`config.mk`:
```
export PLATFORM = sky130hd
export DESIGN_NAME = base64_stream_encoder_core
export DESIGN_NICKNAME = d
export VERILOG_FILES = /design/src/rtl/b64se_pkg.sv /design/src/rtl/b64se_front.sv /design/src/rtl/b64se_queue.sv /design/src/rtl/b64se_back.sv /design/src/rtl/base64_stream_encoder_core.sv
export SDC_FILE = /design/constraint.sdc
export NUM_CORES = 1
export LEC_CHECK = 0
export BUFFER_PORTS_ARGS = -buffer_cell sky130_fd_sc_hd__clkbuf_2
export CORE_ASPECT_RATIO = 2
export CORE_MARGIN = 2
export CORE_UTILIZATION = 35
export CTS_CLUSTER_DIAMETER = 60
export DETAILED_ROUTE_END_ITERATION = 7
export PLACE_DENSITY = 0.57
export SLEW_MARGIN = 0
export SYNTH_ARGS = -nofsm -noshare
export SYNTH_HDL_FRONTEND = slang
export SYNTH_SLANG_ARGS = --single-unit
export TNS_END_PERCENT = 20
```
`constraint.sdc`:
```
create_clock -name i_clk -period 3.45 [get_ports i_clk]
set_input_delay 0.1725 -clock i_clk [delete_from_list [all_inputs] [get_ports i_clk]]
set_output_delay 0.1725 -clock i_clk [all_outputs]
set_load 0.05 [all_outputs]
```
`src/rtl/b64se_pkg.sv`:
```
// ----------------------------------------------------------------------------
// b64se_pkg
// Shared types, constants and the alphabet lookup of the Base64 stream encoder.
// ----------------------------------------------------------------------------
package b64se_pkg;

    localparam int unsigned BYTE_W     = 8;
    localparam int unsigned CHAR_W     = 7;
    localparam int unsigned SEXTET_W   = 6;
    localparam int unsigned GROUP_W    = 3 * BYTE_W;
    localparam int unsigned PADS_W     = 2;
    localparam int unsigned PHASE_W    = 2;
    localparam int unsigned CHARS_PER_GROUP = 4;
    localparam int unsigned CHAR_IDX_W = 2;
    localparam int unsigned QUEUE_DEPTH_DEF = 2;

    localparam logic [CHAR_W-1:0] PAD_CHAR = 7'h3D;   // '='

    // bytes held for the group being collected
    localparam logic [PHASE_W-1:0] PHASE_EMPTY = 2'd0;
    localparam logic [PHASE_W-1:0] PHASE_ONE   = 2'd1;
    localparam logic [PHASE_W-1:0] PHASE_TWO   = 2'd2;

    // number of trailing '=' characters
    localparam logic [PADS_W-1:0] PADS_NONE = 2'd0;
    localparam logic [PADS_W-1:0] PADS_ONE  = 2'd1;
    localparam logic [PADS_W-1:0] PADS_TWO  = 2'd2;

    typedef struct packed {
        logic [GROUP_W-1:0] triple;
        logic [PADS_W-1:0]  pads;
        logic               last;
    } t_group;

    typedef struct packed {
        logic full;
        logic empty;
    } t_queue_status;

    // standard alphabet: A-Z a-z 0-9 + /
    function automatic logic [CHAR_W-1:0] sextet_to_char(input logic [SEXTET_W-1:0] idx);
        logic [CHAR_W-1:0] res;
        if (idx < 6'd26) begin
            res = 7'h41 + CHAR_W'(idx);
        end else if (idx < 6'd52) begin
            res = 7'h61 + CHAR_W'(idx - 6'd26);
        end else if (idx < 6'd62) begin
            res = 7'h30 + CHAR_W'(idx - 6'd52);
        end else if (idx == 6'd62) begin
            res = 7'h2B;
        end else begin
            res = 7'h2F;
        end
        return res;
    endfunction

endpackage

```
`src/rtl/b64se_front.sv`:
```
// ----------------------------------------------------------------------------
// b64se_front
// Collects message bytes into three-byte groups and pushes each complete or
// final partial group, with its pad count, into the group queue.
// ----------------------------------------------------------------------------
module b64se_front (
    input  logic                         i_clk,
    input  logic                         i_rst_n,
    input  logic                         i_valid,
    output logic                         o_ready,
    input  logic [b64se_pkg::BYTE_W-1:0] i_data_byte,
    input  logic                         i_final_byte,
    input  b64se_pkg::t_queue_status     i_q_status,
    output logic                         o_push,
    output b64se_pkg::t_group            o_group
);
    import b64se_pkg::*;

    logic [PHASE_W-1:0]     r_phase, n_phase;
    logic [2*BYTE_W-1:0]    r_pending, n_pending;
    logic                   accept;

    assign o_ready = !i_q_status.full;
    assign accept  = i_valid && o_ready;

    always_comb begin
        n_phase    = r_phase;
        n_pending  = r_pending;
        o_push     = 1'b0;
        o_group    = '0;
        case (r_phase)
            PHASE_ONE: begin
                o_group.triple = {r_pending[2*BYTE_W-1:BYTE_W], i_data_byte, {BYTE_W{1'b0}}};
                o_group.pads   = PADS_ONE;
                o_group.last   = 1'b1;
                if (accept) begin
                    n_pending = {r_pending[2*BYTE_W-1:BYTE_W], i_data_byte};
                    if (i_final_byte) begin
                        o_push  = 1'b1;
                        n_phase = PHASE_EMPTY;
                    end else begin
                        n_phase = PHASE_TWO;
                    end
                end
            end
            PHASE_TWO: begin
                o_group.triple = {r_pending, i_data_byte};
                o_group.pads   = PADS_NONE;
                o_group.last   = i_final_byte;
                if (accept) begin
                    o_push    = 1'b1;
                    n_phase   = PHASE_EMPTY;
                end
            end
            default: begin
                // phase three cannot arise and behaves as empty
                o_group.triple = {i_data_byte, {(2*BYTE_W){1'b0}}};
                o_group.pads   = PADS_TWO;
                o_group.last   = 1'b1;
                if (accept) begin
                    n_pending = {i_data_byte, {BYTE_W{1'b0}}};
                    if (i_final_byte) begin
                        o_push  = 1'b1;
                        n_phase = PHASE_EMPTY;
                    end else begin
                        n_phase = PHASE_ONE;
                    end
                end
            end
        endcase
    end

    always_ff @(posedge i_clk) begin
        if (!i_rst_n) begin
            r_phase <= PHASE_EMPTY;
        end else begin
            r_phase <= n_phase;
        end
    end

    always_ff @(posedge i_clk) begin
        r_pending <= n_pending;
    end

endmodule

```
`src/rtl/b64se_queue.sv`:
```
// ----------------------------------------------------------------------------
// b64se_queue
// Small first-in first-out queue of pending groups between front and back.
// ----------------------------------------------------------------------------
module b64se_queue #(
    parameter int unsigned DEPTH = b64se_pkg::QUEUE_DEPTH_DEF
) (
    input  logic                     i_clk,
    input  logic                     i_rst_n,
    input  logic                     i_push,
    input  b64se_pkg::t_group        i_group,
    input  logic                     i_pop,
    output b64se_pkg::t_group        o_group,
    output b64se_pkg::t_queue_status o_status
);
    import b64se_pkg::*;

    localparam int unsigned PTR_W = (DEPTH > 1) ? $clog2(DEPTH) : 1;
    localparam int unsigned CNT_W = $clog2(DEPTH + 1);

    t_group             r_mem [DEPTH];
    logic [PTR_W-1:0]   r_wr_ptr, n_wr_ptr;
    logic [PTR_W-1:0]   r_rd_ptr, n_rd_ptr;
    logic [CNT_W-1:0]   r_count, n_count;
    logic               do_push, do_pop;

    assign o_status.full  = (r_count == CNT_W'(DEPTH));
    assign o_status.empty = (r_count == '0);
    assign do_push = i_push && !o_status.full;
    assign do_pop  = i_pop && !o_status.empty;
    assign o_group = r_mem[r_rd_ptr];

    always_comb begin
        n_wr_ptr = r_wr_ptr;
        n_rd_ptr = r_rd_ptr;
        n_count  = r_count;
        if (do_push) begin
            n_wr_ptr = (r_wr_ptr == PTR_W'(DEPTH - 1)) ? '0 : r_wr_ptr + 1'b1;
        end
        if (do_pop) begin
            n_rd_ptr = (r_rd_ptr == PTR_W'(DEPTH - 1)) ? '0 : r_rd_ptr + 1'b1;
        end
        if (do_push && !do_pop) begin
            n_count = r_count + 1'b1;
        end else if (do_pop && !do_push) begin
            n_count = r_count - 1'b1;
        end
    end

    always_ff @(posedge i_clk) begin
        if (!i_rst_n) begin
            r_wr_ptr <= '0;
            r_rd_ptr <= '0;
            r_count  <= '0;
        end else begin
            r_wr_ptr <= n_wr_ptr;
            r_rd_ptr <= n_rd_ptr;
            r_count  <= n_count;
        end
    end

    always_ff @(posedge i_clk) begin
        if (do_push) begin
            r_mem[r_wr_ptr] <= i_group;
        end
    end

endmodule

```
`src/rtl/b64se_back.sv`:
```
// ----------------------------------------------------------------------------
// b64se_back
// Takes groups from the queue and emits their four characters, one per cycle
// while the receiver is ready, through a registered output stage.
// ----------------------------------------------------------------------------
module b64se_back (
    input  logic                         i_clk,
    input  logic                         i_rst_n,
    input  b64se_pkg::t_queue_status     i_q_status,
    input  b64se_pkg::t_group            i_group,
    output logic                         o_pop,
    output logic                         o_valid,
    input  logic                         i_ready,
    output logic [b64se_pkg::CHAR_W-1:0] o_code_char,
    output logic                         o_last_char
);
    import b64se_pkg::*;

    t_group                 r_group;
    logic                   r_busy, n_busy;
    logic [CHAR_IDX_W-1:0]  r_idx, n_idx;
    logic                   r_out_valid, n_out_valid;
    logic [CHAR_W-1:0]      r_char, n_char;
    logic                   r_last, n_last;
    logic                   out_free, emit, group_done;
    logic [SEXTET_W-1:0]    sextet;
    logic                   is_pad;

    assign out_free   = !r_out_valid || i_ready;
    assign emit       = r_busy && out_free;
    assign group_done = emit && (r_idx == CHAR_IDX_W'(CHARS_PER_GROUP - 1));
    assign o_pop      = (!r_busy || group_done) && !i_q_status.empty;

    always_comb begin
        case (r_idx)
            2'd0:    sextet = r_group.triple[4*SEXTET_W-1:3*SEXTET_W];
            2'd1:    sextet = r_group.triple[3*SEXTET_W-1:2*SEXTET_W];
            2'd2:    sextet = r_group.triple[2*SEXTET_W-1:SEXTET_W];
            default: sextet = r_group.triple[SEXTET_W-1:0];
        endcase
        // pads fill the tail of the group
        is_pad = ((r_group.pads == PADS_TWO) && (r_idx >= 2'd2))
              || ((r_group.pads == PADS_ONE) && (r_idx == 2'd3));
    end

    always_comb begin
        n_busy      = r_busy;
        n_idx       = r_idx;
        n_out_valid = r_out_valid;
        n_char      = r_char;
        n_last      = r_last;
        if (r_out_valid && i_ready) begin
            n_out_valid = 1'b0;
        end
        if (emit) begin
            n_out_valid = 1'b1;
            n_char      = is_pad ? PAD_CHAR : sextet_to_char(sextet);
            n_last      = r_group.last && (r_idx == CHAR_IDX_W'(CHARS_PER_GROUP - 1));
            n_idx       = r_idx + 1'b1;
        end
        if (group_done) begin
            n_busy = 1'b0;
        end
        if (o_pop) begin
            n_busy = 1'b1;
            n_idx  = '0;
        end
    end

    always_ff @(posedge i_clk) begin
        if (!i_rst_n) begin
            r_busy      <= 1'b0;
            r_idx       <= '0;
            r_out_valid <= 1'b0;
        end else begin
            r_busy      <= n_busy;
            r_idx       <= n_idx;
            r_out_valid <= n_out_valid;
        end
    end

    always_ff @(posedge i_clk) begin
        r_char <= n_char;
        r_last <= n_last;
        if (o_pop) begin
            r_group <= i_group;
        end
    end

    assign o_valid     = r_out_valid;
    assign o_code_char = r_char;
    assign o_last_char = r_last;

endmodule

```
`src/rtl/base64_stream_encoder_core.sv`:
```
// ----------------------------------------------------------------------------
// base64_stream_encoder_core
// Streaming Base64 encoder with the standard alphabet and '=' padding.
// ----------------------------------------------------------------------------
// Bytes enter one per transaction, the last byte of a message flagged; every
// third byte, and the flagged byte, yields four characters, the final one of a
// message flagged as last. A byte is taken in the cycle it is offered while the
// group queue (QUEUE_DEPTH groups) has room, so a burst of bytes flows in at
// one per cycle. The character side emits one character per cycle while the
// receiver is ready, four per group, and so sets the sustained rate. The first
// character of a group passes through the group queue, the group register of
// the back end and the character output register before it appears.
// ----------------------------------------------------------------------------
module base64_stream_encoder_core #(
    parameter int unsigned QUEUE_DEPTH = b64se_pkg::QUEUE_DEPTH_DEF
) (
    input  logic                         i_clk,
    input  logic                         i_rst_n,
    input  logic                         i_valid,
    output logic                         o_ready,
    input  logic [b64se_pkg::BYTE_W-1:0] i_data_byte,
    input  logic                         i_final_byte,
    output logic                         o_valid,
    input  logic                         i_ready,
    output logic [b64se_pkg::CHAR_W-1:0] o_code_char,
    output logic                         o_last_char
);
    import b64se_pkg::*;

    t_queue_status  q_status;
    t_group         push_group;
    t_group         head_group;
    logic           push;
    logic           pop;

    b64se_front u_front (
        .i_clk        (i_clk),
        .i_rst_n      (i_rst_n),
        .i_valid      (i_valid),
        .o_ready      (o_ready),
        .i_data_byte  (i_data_byte),
        .i_final_byte (i_final_byte),
        .i_q_status   (q_status),
        .o_push       (push),
        .o_group      (push_group)
    );

    b64se_queue #(
        .DEPTH (QUEUE_DEPTH)
    ) u_queue (
        .i_clk    (i_clk),
        .i_rst_n  (i_rst_n),
        .i_push   (push),
        .i_group  (push_group),
        .i_pop    (pop),
        .o_group  (head_group),
        .o_status (q_status)
    );

    b64se_back u_back (
        .i_clk       (i_clk),
        .i_rst_n     (i_rst_n),
        .i_q_status  (q_status),
        .i_group     (head_group),
        .o_pop       (pop),
        .o_valid     (o_valid),
        .i_ready     (i_ready),
        .o_code_char (o_code_char),
        .o_last_char (o_last_char)
    );

endmodule
```
* Word-level counts from Yosys, hierarchy flattened
Memories as Yosys holds them, arrays and structs flattened. A register that Yosys moved wholly into a read port is not among the register bits.
Cells that the tools add are included.
** Storage, ports and cells
- Flip-flop bits (word level) :: 34
- RAM bits :: 54
- Input port bits :: 13
- Output and inout bits :: 10
- Word-level logic and storage cells :: 96
- Memories :: 1
** Memory list
- u_queue.r_mem :: depth 2, bits a word 27, rd ports 1, clocked after memory_dff 1, write ports 1, RTL line b64se_queue.sv:21 : t_group r_mem [DEPTH];
** Cells by class
- Add/sub/neg operators :: 10
- Magnitude comparators :: 4
- Equality and inequality tests :: 9
- Mux-type cells :: 29
- Bitwise operators :: 3
- Reductions and logical operators :: 29
** Operators by type and width (count)
- one-hot mux 27 bit (2 select lines) :: 1
- one-hot mux 16 bit (2 select lines) :: 1
- two-way mux 7 bit :: 3
- one-hot mux 6 bit (3 select lines) :: 1
- two-way mux 16 bit :: 1
- two-way mux 1 bit :: 13
- logical AND 1 bit :: 12
- < comparator 6 bit (second input constant) :: 2
- two-way mux 2 bit :: 6
- == test 2 bit (second input constant) :: 5
- two-way mux 8 bit :: 1
- adder 6 x 7 -> 7 bit (first input constant) :: 1
- adder 7 x 6 -> 7 bit (first input constant) :: 1
- adder 7 bit (first input constant) :: 1
- subtractor 6 x 5 -> 7 bit (second input constant) :: 1
- subtractor 6 x 6 -> 7 bit (second input constant) :: 1
- == test 2 x 1 -> 1 bit (second input constant) :: 3
- == test 6 bit (second input constant) :: 1
- zero test 1 bit :: 6
- < comparator 6 x 5 -> 1 bit (second input constant) :: 1
- nonzero test 2 bit :: 3
- adder 2 x 1 -> 2 bit (second input constant) :: 2
- zero test 2 bit :: 2
- one-hot mux 2 bit (2 select lines) :: 1
- other kinds (9) :: 14

* Longest topological paths before layout
Gate-level depths: netlist of run 1.
- Word-level depth :: 10
- Mapped depth :: 9
- Gate-level depth less buffers :: 9

* Modules after synthesis
Synthesis of run 1 repeated with hierarchy kept, for this count alone.
** Second synthesis, totals
- Cells, all modules :: 366
- Area total of the unflattened synthesis :: 5076.1 sq um
** By module, submodules not included
- b64se_queue :: times used 1, cells an instance 109, area an instance 2179.6 sq um, sequential area each 1721.7 sq um
- b64se_back :: times used 1, cells an instance 149, area an instance 1873.0 sq um, sequential area each 1131.1 sq um
- b64se_front :: times used 1, cells an instance 108, area an instance 1023.5 sq um, sequential area each 520.5 sq um

* Least setup slack after synthesis of run 1
OpenSTA, ideal clock, no wires.
- Kind :: register to register
- From :: register u_queue.r_count[0]
- To :: memory u_queue.r_mem[0][0] in the netlist's numbering, enable pin
- Library setup time :: 0.447 ns
- Arrival :: 3.114 ns
- Required time :: 3.003 ns
- Slack :: -0.111 ns
- Cell stages (with the launch flop) :: 4
- Path buffers :: 0
- Period minus slack after synthesis :: 3.561 ns
- Cell sequence :: dfxtp_1 nand2b_1 nand2_1 nor3_1
** Between the ends
- Longest elaborated chain between the ends :: 8
- Elaborated cells between the ends (all ways) :: 9
- Those cells by class :: eq/ne: 1; mux: 5; reduce/logical: 3
** RTL lines
- start, declared :: RTL line b64se_queue.sv:24 : logic [CNT_W-1:0] r_count, n_count;
- start signal, assigned :: RTL line b64se_queue.sv:58 : r_count <= n_count;
- == test 2 bit (*) :: RTL line b64se_queue.sv:27 : assign o_status.full = (r_count == CNT_W'(DEPTH));
- zero test 1 bit (*) :: RTL line b64se_front.sv:23 : assign o_ready = !i_q_status.full;
- named net o_ready :: RTL line base64_stream_encoder_core.sv:20 : output logic o_ready,
- logical AND 1 bit :: RTL line b64se_front.sv:24 : assign accept = i_valid && o_ready;
- two-way mux 1 bit (on tied branches) :: RTL line b64se_front.sv:60, b64se_front.sv:50
- two-way mux 1 bit
- logical AND 1 bit (*) :: RTL line b64se_queue.sv:29 : assign do_push = i_push && !o_status.full;
- two-way mux 1 bit (*) :: RTL line b64se_queue.sv:63 : if (do_push) begin
- two-way mux 1 bit (implied by the code) (*) :: RTL line b64se_queue.sv:64 : r_mem[r_wr_ptr] <= i_group;
- end, declared :: RTL line b64se_queue.sv:21
The timed path passes the listed nets; every way through them passes the cells marked *.

* Worst setup path in the final report of run 1
- From :: register u_back.r_idx[0]
- To :: register u_back.r_char[2], in the netlist u_back.o_code_char[2], data pin
** Between the ends
- Longest elaborated chain between the ends :: 7
- Elaborated cells between the ends (all ways) :: 22
- Those cells by class :: add/sub: 5; order compare: 4; eq/ne: 4; mux: 5; reduce/logical: 4
** RTL lines
- start, declared :: RTL line b64se_back.sv:21 : logic [CHAR_IDX_W-1:0] r_idx, n_idx;
- start signal, assigned :: RTL line b64se_back.sv:77 : r_idx <= n_idx;
- == test 2 bit (tied with other cells) :: RTL line b64se_back.sv:35 : case (r_idx)
- one-hot mux 6 bit (3 select lines) :: RTL line b64se_back.sv:35
- subtractor 6 x 6 -> 7 bit or == test 6 bit (tied branches) :: RTL line b64se_pkg.sv:48, b64se_pkg.sv:49
- adder 6 x 7 -> 7 bit or two-way mux 3 bit (tied branches) :: RTL line b64se_pkg.sv:48, b64se_pkg.sv:49
- two-way mux 7 bit :: RTL line b64se_pkg.sv:47 : end else if (idx < 6'd62) begin
- two-way mux 7 bit :: RTL line b64se_pkg.sv:45 : end else if (idx < 6'd52) begin
- two-way mux 7 bit :: RTL line b64se_pkg.sv:43 : if (idx < 6'd26) begin
- end signal, assigned :: RTL line b64se_back.sv:83 : r_char <= n_char;
- end, declared :: RTL line b64se_back.sv:23 : logic [CHAR_W-1:0] r_char, n_char;
Parallel ways exist; a longest one is shown, timed or not.
A chain may end at the register's enable or synchronous reset.

==> results of run 1 <==
[final cells by class]
class,instances,area (um2),share of cell area [%]
Clock inverter,14,163,2.74
Multi-Input combinational cell,217,1540,25.9
Tap cell,189,236,3.99
Timing Repair Buffer,27,148,2.49
Clock buffer,18,429,7.23
Inverter,17,63.8,1.08
Sequential cell,115,3350,56.5
[worst max-delay path by stage]
stage / start / to / depth (start not counted)
finish: u_back.r_idx[0] / u_back.o_code_char[2] / 9
global route: u_back.r_idx[0] / u_back.o_code_char[2] / 9
CTS: u_back.r_idx[0] / u_back.o_code_char[2] / 9
detailed placement: u_back.r_idx[0] / u_back.o_code_char[2] / 9
global placement: u_back.r_idx[0] / u_back.o_code_char[2] / 9
floorplan: u_queue.r_count[0] / u_queue.r_mem[0][0] / 3
[layer usage]
metal	up-vias	track usage [%]	share of wire, %
li1	1414	-	-
met1	1381	12.9	36
met2	62	23.9	56
met3	30	3.34	2.3
met4	0	8.46	5.0
met5	-	0	0
[through the flow]
stage / utilization (%) / total power, W / setup slack (ps) / hold WS [ps]
6_report: 42.5 / 0.00539 / 799 / 85.2
5_1_grt: 42.5 / 0.00566 / 670 / 106
4_1_cts: 42.5 / 0.00543 / 827 / 74.3
3_5_place_dp: 38.2 / 0.00368 / 836 / 490
3_3_place_gp: 38.2 / 0.00361 / 944 / 467
2_1_floorplan: - / 0.00327 / 737 / 290
[power by group through the flow]
stage | clock network [W] | registers, W | logic, W
2_1_floorplan | 0 | 0.00216 | 0.00111
3_3_place_gp | 0 | 0.00204 | 0.00158
5_1_grt | 0.00184 | 0.00204 | 0.00179
4_1_cts | 0.00177 | 0.00201 | 0.00164
6_report | 0.00174 | 0.00201 | 0.00164
3_5_place_dp | 0 | 0.00204 | 0.00164
[sequential cells by signal (all words and copies together) (netlist names), 2 cells and up]
signal,cells
u_queue.r_mem,54
u_back.r_group,27
u_front.r_pending,16
u_back.o_code_char,7
u_back.r_idx,2
u_front.r_phase,2
u_queue.r_count,2
[worst max-delay path: cells and delay by family (launching register included)]
family	cells	cell delay [ps]
DFF	1	380
AOI/OAI and AO/OA	4	990
adders and majority gates	2	540
muxes	1	260
buffers and inverters	2	220
[logic make-up (layout without fill, tap and decap cells)]
family / after synthesis / in the layout / share of synthesized area [%]
flip-flops: 115 / 115 / 67.1
AND/OR/NAND/NOR: 100 / 100 / 9.96
AO/OA/AOI/OAI: 69 / 69 / 9.54
multiplexers: 33 / 33 / 7.61
buffers and inverters: 30 / 76 / 2.35
adder cells (fa/ha/maj): 11 / 11 / 2.75
XOR/XNOR: 4 / 4 / 0.701
[cells in the final DEF (no fill, tap or decap), types with 4 or more instances in the layout]
cell	netlist	layout
a21oi_1	17	17
a222oi_1	4	4
and2_1	20	20
buf_4	1	5
clkbuf_16	0	17
clkbuf_2	0	22
clkinvlp_4	0	4
dfxtp_1	10	10
edfxtp_1	105	105
ha_1	11	11
inv_1	17	17
mux2_2	28	28
nand2_1	28	28
nor2_1	25	25
nor2b_1	11	11
o21ai_0	16	16
==> impl_metrics.tcl, run 1 <==
set metrics [dict create \
    whs_endpoint "u_back.r_busy" \
    synth_seq_cells 115 \
    nNetsFinal 419 \
    die-width_um 88.5 \
    vias 2887 \
    place_area_mm2 0.00534 \
    sequentialPowerShare_pct 37.3 \
    port_buffers 22 \
    dieArea_mm2 0.0153 \
    post-route-period-util_pct 76.8 \
    nFillCells 1270 \
    yosysTopAreaCell "edfxtp_1" \
    drtIter0Drc 112 \
    drt_wl_total_um 9410 \
    swShare_pct 32.9 \
    fin_setup_tns_ps 0 \
    grt_util_all_layers_pct 13.3 \
    cts_root_buffer "clkbuf_16" \
    p_leak_nw 2.10 \
    yosys.area.top_type_share_pct 63.1 \
    cts_tree "done" \
    post-place-cells 565 \
    drv_cap 0 \
    ioPinCount 23 \
    p_switching_w 0.00177 \
    r2r_slack_ps 800 \
    drive_gt1_share_pct 23.5 \
    avgViaCountPerCell 4.84 \
    synth_cell_types 52 \
    final_cells 597 \
    fin_skew_ps 8.90 \
    slew_headroom_pct 45.3 \
    num_rows 61 \
    dpl.hpwl_um 6660 \
    status "complete, no violations" \
    area_delta_synth_final_pct 18.7 \
    path_clk_slew_ps 60 \
    setup_violations 0 \
    start_util_pct 35.8 \
    arrival_ps 2800 \
    required_ps 3600 \
    synth_flop_cell "edfxtp_1" \
    hold_path.class "in2reg" \
    synthTopCellsByCount "105 x edfxtp_1, 28 x mux2_2, 28 x nand2_1, 25 x nor2_1, 20 x and2_1" \
    p_per_area_mw_per_mm2 909 \
    synth_edf_count 105 \
    fin_area_mm2 0.00593 \
    slowest_delay_ps 390 \
    pwr-share-clk_pct 32.2 \
    gp_congestion 0.790 \
    path_cells "inv_1, ha_1, a222oi_1, mux2_4, inv_1, ha_1, o311ai_1, o31ai_1, a221o_1" \
    die-height_um 173 \
    cts_hold_buf 0 \
    clk_path_buf_depth 2 \
    synthTopCellsByArea "edfxtp_1 63%, mux2_2 6.3%, dfxtp_1 4.0%" \
    yosysSeqAreaShare_pct 67.1 \
    critical_path.max_fanout 8 \
    fin_crit_ps 2650 \
    synthArstFlopShare_pct 0 \
    netlist_instances 362 \
    cts_made_buffers 17 \
    cp_slowest_cell "a222oi_1" \
    grt_antenna_before_repair 0 \
    cp-start-kind "flip-flop" \
    fmax_mhz 377 \
    grt_pass1_wl_um 15200 \
    reg2reg_from "u_back.r_idx[0]" \
    rr_endpoint "u_back.o_code_char[2]" \
    rr_worst_depth 9 \
    synth_area_mm2 0.00500 \
    grt_max_degree 30 \
    post-cts-setup-buffers 0 \
    worst_pin_slew_ps 817 \
    syn-mean-instance-area_um2 13.8 \
    ant_nets 0 \
    p_comb_share_pct 30.4 \
    n_antenna_cell 0 \
    h-tree-depth 4 \
    grt.overflow.total 0 \
    core_mm2 0.0140 \
    clock_latency_ps 410 \
    end_kind "flip-flop" \
    clkSinkCount 115 \
    slew_viol_final 0 \
    peakVddDrop_mv 0.406 \
    synth_most_common_cell "edfxtp_1" \
    wl_per_cell_um 15.8 \
    power.internal_w 0.00362 \
    cts_resized 0 \
    drc 0 \
    hold_path_depth 2 \
    crit_type "reg2reg" \
    hp-start "i_rst_n" \
    hold_viol_final 0 \
    drt_pass1_iterations 4 \
    rsz0062_at_grt "false" \
    grt_pass1_vias 3079 \
    ys_warn_count 0 \
    synth_nets 386 \
]
(Power assumes the default switching activity.)
==> inputs of run 2 (changes only) <==
==> constraint.sdc (replaced) <==
create_clock -name i_clk -period 2.6 [get_ports i_clk]
set_input_delay 0.13 -clock i_clk [delete_from_list [all_inputs] [get_ports i_clk]]
set_output_delay 0.13 -clock i_clk [all_outputs]
set_load 0.05 [all_outputs]
==> run 2 against run 1 <==
Effect of this change: via count rose by 0.80%; wire length rose by 1.9%; largest cell class unchanged; sequential share of layout area fell by 0.63 points; worst setup slack got worse by 640 ps; non-clock buffer count rose by 8; clock power rose by 31%; combinational power rose by 37%; global-route usage rose by 0.14 points.
==> impl_metrics.tcl, run 2 (synthesis results as in run 1) <==
set metrics [dict create \
    status "complete, no violations" \
    cts_root_buffer "clkbuf_16" \
    drc 0 \
    p_leak_nw 2.15 \
    clkSinkCount 115 \
    arrival_ps 2560 \
    fmax_mhz 410 \
    swShare_pct 32.5 \
    pwr-share-clk_pct 31.6 \
    drive_gt1_share_pct 26.0 \
    dieArea_mm2 0.0153 \
    path_clk_slew_ps 60 \
    n_antenna_cell 0 \
    clk_path_buf_depth 2 \
    slew_headroom_pct 57.0 \
    p_comb_share_pct 31.2 \
    drt_pass1_iterations 6 \
    slew_viol_final 0 \
    h-tree-depth 4 \
    area_delta_synth_final_pct 20.1 \
    fin_crit_ps 2440 \
    post-route-period-util_pct 93.9 \
    die-width_um 88.5 \
    ant_nets 0 \
    cts_hold_buf 0 \
    drt_wl_total_um 9590 \
    hold_slack_ps 48.6 \
    fin_skew_ps 7.59 \
    vias 2910 \
    required_ps 2720 \
    start_util_pct 35.8 \
    final_cells 605 \
    die-height_um 173 \
    place_area_mm2 0.00539 \
    power.internal_w 0.00486 \
    clock_latency_ps 400 \
    drv_cap 0 \
    port_buffers 22 \
    top_register "u_queue.r_mem" \
    cts_tree "done" \
    hold_viol_final 0 \
    p_per_area_mw_per_mm2 1200 \
    hold_path.class "in2reg" \
    peakVddDrop_mv 0.550 \
    rsz0062_at_grt "false" \
    core_mm2 0.0140 \
    end_kind "flip-flop" \
    grt_max_degree 29 \
    sequentialPowerShare_pct 37.1 \
    hp-start "i_rst_n" \
    critical_path.max_fanout 8 \
    wl_per_cell_um 15.8 \
    drtIter0Drc 122 \
    avgViaCountPerCell 4.81 \
    cts_made_buffers 17 \
    nNetsFinal 427 \
    worst_pin_slew_ps 627 \
    p_switching_w 0.00234 \
    fin_area_mm2 0.00600 \
    grt_pass1_wl_um 15300 \
    fin_setup_tns_ps 0 \
    post-place-cells 572 \
    largest_reg_flops 54 \
    grt_util_all_layers_pct 13.4 \
    cp-start-kind "flip-flop" \
    layout_common_cells "105 x edfxtp_1, 28 x nand2_1, 27 x mux2_2" \
    final_common_cell "edfxtp_1" \
    grt_antenna_before_repair 0 \
    grt.overflow.total 0 \
    worstSetupStartpoint "u_back.r_idx[1]" \
    reg2reg_from "u_back.r_idx[1]" \
    gp_congestion 0.789 \
    num_rows 61 \
    dpl.hpwl_um 6610 \
    setup_violations 0 \
    crit_type "reg2reg" \
    ioPinCount 23 \
    grt_pass1_vias 3015 \
    reg_top3 "u_queue.r_mem x54, u_back.r_group x27, u_front.r_pending x16" \
]
run 2: metrics by stage:
stage               power, W  setup slack (ps)  util (%)
detailed placement   0.00491              54.4      38.6
global placement     0.00486               171      38.6
CTS                  0.00721              39.7      42.7
finish               0.00720               159      43.0
global route         0.00758              1.76      43.0
floorplan            0.00435               138         -
run 2: power groups by stage:
stage / Sequential (W) / Clock, W / Combinational, W
floorplan: 0.00287 / 0 / 0.00147
global placement: 0.00270 / 0 / 0.00215
detailed placement: 0.00271 / 0 / 0.00220
CTS: 0.00268 / 0.00232 / 0.00221
global route: 0.00271 / 0.00240 / 0.00247
finish: 0.00267 / 0.00228 / 0.00225
run 2: cell type report:
| cell class | instances | area, um2 |
|---|---|---|
| fillers | 1283 | 7960 |
| flip-flops and latches | 115 | 3360 |
| multi-input cells | 217 | 1570 |
| clock buffers | 20 | 437 |
| well taps | 189 | 236 |
| repair buffers | 35 | 208 |
| clock inverters | 12 | 138 |
| inverters | 17 | 63.8 |
run 2: path summary, 6_finish.rpt:
path                                         endpoint  cells after the start  slack [ps]
worst max-delay path            u_back.o_code_char[1]                      7         160
worst min-delay path                 u_queue.r_wr_ptr                      2          50
worst max register to register  u_back.o_code_char[1]                      7         160
worst min register to register         u_back.o_valid                      2         490
run 2: worst max-delay path, stage by stage (launching register included):
cell       delay [ps]
dfxtp_2           380
ha_1              370
buf_4             240
mux2i_1           570
nand2_2           130
a2bb2oi_2         150
o22ai_1           220
a2111oi_2         100
run 2: per-layer routing:
metal | global-route usage [%] | vias up | wire, um
li1 | - | 1424 | -
met1 | 13.1 | 1405 | 3460
met2 | 24.4 | 62 | 5560
met3 | 3.96 | 19 | 239
met4 | 7.01 | 0 | 323
met5 | 0 | - | 0
run 2: timing repair:
action	4_1_cts	5_1_grt
endpoints found under the hold margin	0	0
gates resized for setup	0	8
endpoints found under the setup margin	0	2
buffers inserted	0	1
==> inputs of run 3 (changes only) <==
--- a/config.mk
+++ b/config.mk
@@ -5,7 +5,7 @@
 export SDC_FILE = /design/constraint.sdc
 export NUM_CORES = 1
 export LEC_CHECK = 0
-export BUFFER_PORTS_ARGS = -buffer_cell sky130_fd_sc_hd__clkbuf_2
+export BUFFER_PORTS_ARGS = -buffer_cell sky130_fd_sc_hd__buf_2
 export CORE_ASPECT_RATIO = 2
 export CORE_MARGIN = 2
 export CORE_UTILIZATION = 35
==> run 3 against run 2 <==
Effect of this change: count of clock-buffer cells in the layout is 3 lower; via count is 1.8% higher; non-clock buffer count is 1 higher; maximum frequency is 1.1% lower; sequential power hardly changed; sequential share of layout area is 0.21 points lower; clock skew is 3.9 ps higher; worst setup slack worse by 26 ps; largest power group unchanged.
==> impl_metrics.tcl, run 3 (synthesis results as in run 1) <==
set metrics [dict create \
    grt_pass1_vias 3102 \
    hold_viol_final 0 \
    worst_pin_slew_ps 559 \
    drv_cap 0 \
    clkSinkCount 115 \
    ioPinCount 23 \
    reg_top3 "u_queue.r_mem x54, u_back.r_group x27, u_front.r_pending x16" \
    cts_hold_buf 0 \
    start_util_pct 35.8 \
    cts_tree "done" \
    clock_latency_ps 410 \
    largest_reg_flops 54 \
    grt_util_all_layers_pct 13.6 \
    drtIter0Drc 107 \
    gp_congestion 0.792 \
    slowest_delay_ps 380 \
    dpl.hpwl_um 6640 \
    path_clk_slew_ps 60 \
    area_delta_synth_final_pct 20.6 \
    layout_common_cells "105 x edfxtp_1, 28 x nand2_1, 28 x mux2_2" \
    hold_slack_ps 26.8 \
    grt.overflow.total 0 \
    hold_path_depth 2 \
    critical_path.max_fanout 6 \
    fin_crit_ps 2470 \
    dieArea_mm2 0.0153 \
    finish.utilization_pct 43.1 \
    arrival_ps 2620 \
    reg2reg_from "u_back.r_idx[1]" \
    top_register "u_queue.r_mem" \
    die-width_um 88.5 \
    fin_setup_tns_ps 0 \
    clk_path_buf_depth 2 \
    end_kind "flip-flop" \
    peakVddDrop_mv 0.525 \
    worstSetupStartpoint "u_back.r_idx[1]" \
    cts_made_buffers 17 \
    cp_slowest_cell "a222oi_1" \
    path_cells "inv_1, ha_1, a222oi_1, mux2_2, inv_1, ha_1, o311ai_1, o31ai_1, a221o_1" \
    final_common_cell "edfxtp_1" \
    rr_worst_depth 9 \
    die-height_um 173 \
    num_rows 61 \
    setup_violations 0 \
    status "complete, no violations" \
    grt_max_degree 29 \
    grt_antenna_before_repair 0 \
    cp_top_family "compound AO/OA/AOI/OAI gates" \
    cts_root_buffer "clkbuf_16" \
    wl_per_cell_um 15.6 \
    n_antenna_cell 0 \
    drive_gt1_share_pct 27.1 \
    p_per_area_mw_per_mm2 1200 \
    drc 0 \
    rsz0062_at_grt "false" \
    fin_skew_ps 11.4 \
    nFillCells 1253 \
    h-tree-depth 4 \
    ant_nets 0 \
    p_leak_nw 2.15 \
    hold_path.class "in2reg" \
    nNetsFinal 428 \
    required_ps 2750 \
    fmax_mhz 405 \
    cp-start-kind "flip-flop" \
    cp_num_cells 9 \
    slew_viol_final 0 \
    crit_type "reg2reg" \
    drt_wl_total_um 9450 \
    grt_pass1_wl_um 15400 \
    drt_pass1_iterations 6 \
    hp-start "i_rst_n" \
    path_buf_inv 2 \
    avgViaCountPerCell 4.89 \
    core_mm2 0.0140 \
    port_buffers 22 \
    slew_headroom_pct 61.7 \
    vias 2961 \
    post-route-period-util_pct 94.9 \
]
[run 3: changes by cell type in the layout (fill, tap and decap cells not counted), sizes merged]
cell      previous run  this run
buf                 13        36
clkbuf              42        17
clkinv               7         6
clkinvlp             1         4
inv                 18        19
[run 3: layout make-up]
cell class	instances	area, um2	area share, %
Sequential cell	115	3360	55.7
Multi-Input combinational cell	217	1550	25.7
Clock buffer	17	425	7.06
Tap cell	189	236	3.92
Timing Repair Buffer	36	215	3.57
Clock inverter	15	183	3.03
Inverter	17	63.8	1.06
[run 3: timing repair]
| item | in CTS | in global routing |
|---|---|---|
| setup buffers | 0 | 1 |
| hold endpoints to repair | 0 | 0 |
| endpoints found under the setup margin | 0 | 2 |
| resized for setup | 0 | 4 |
[run 3: layer usage]
metal	vias to the layer above	routed length, um	track usage [%]
met2	70	5410	24.3
met1	1432	3370	12.8
li1	1432	-	-
met5	-	0	0
met4	0	396	8.78
met3	27	276	3.82
[run 3: worst paths after layout]
check	end	slack (ps)
setup / recovery	u_back.o_code_char[2]	130
hold / removal	u_queue.r_wr_ptr	30
setup reg to reg	u_back.o_code_char[2]	130
hold reg to reg	u_back.o_valid	490
[run 3: metrics by stage]
| step | instances | setup slack [ps] | power (W) | instance area [um2] |
|---|---|---|---|---|
| global placement | 573 | 168 | 0.00485 | 5400 |
| finish | 606 | 133 | 0.00726 | 6030 |
| CTS | 605 | 42.8 | 0.00729 | 6010 |
| global route | 606 | 4.64 | 0.00764 | 6030 |
| floorplan | 362 | 138 | 0.00435 | 5010 |
| detailed placement | 573 | 69.5 | 0.00491 | 5400 |
[run 3: where the power goes]
part	internal (W)	leakage, nW	switching [W]	total, W
logic	0.000828	0.801	0.00140	0.00223
registers	0.00254	1.07	0.000137	0.00267
clock network	0.00151	0.286	0.000840	0.00235
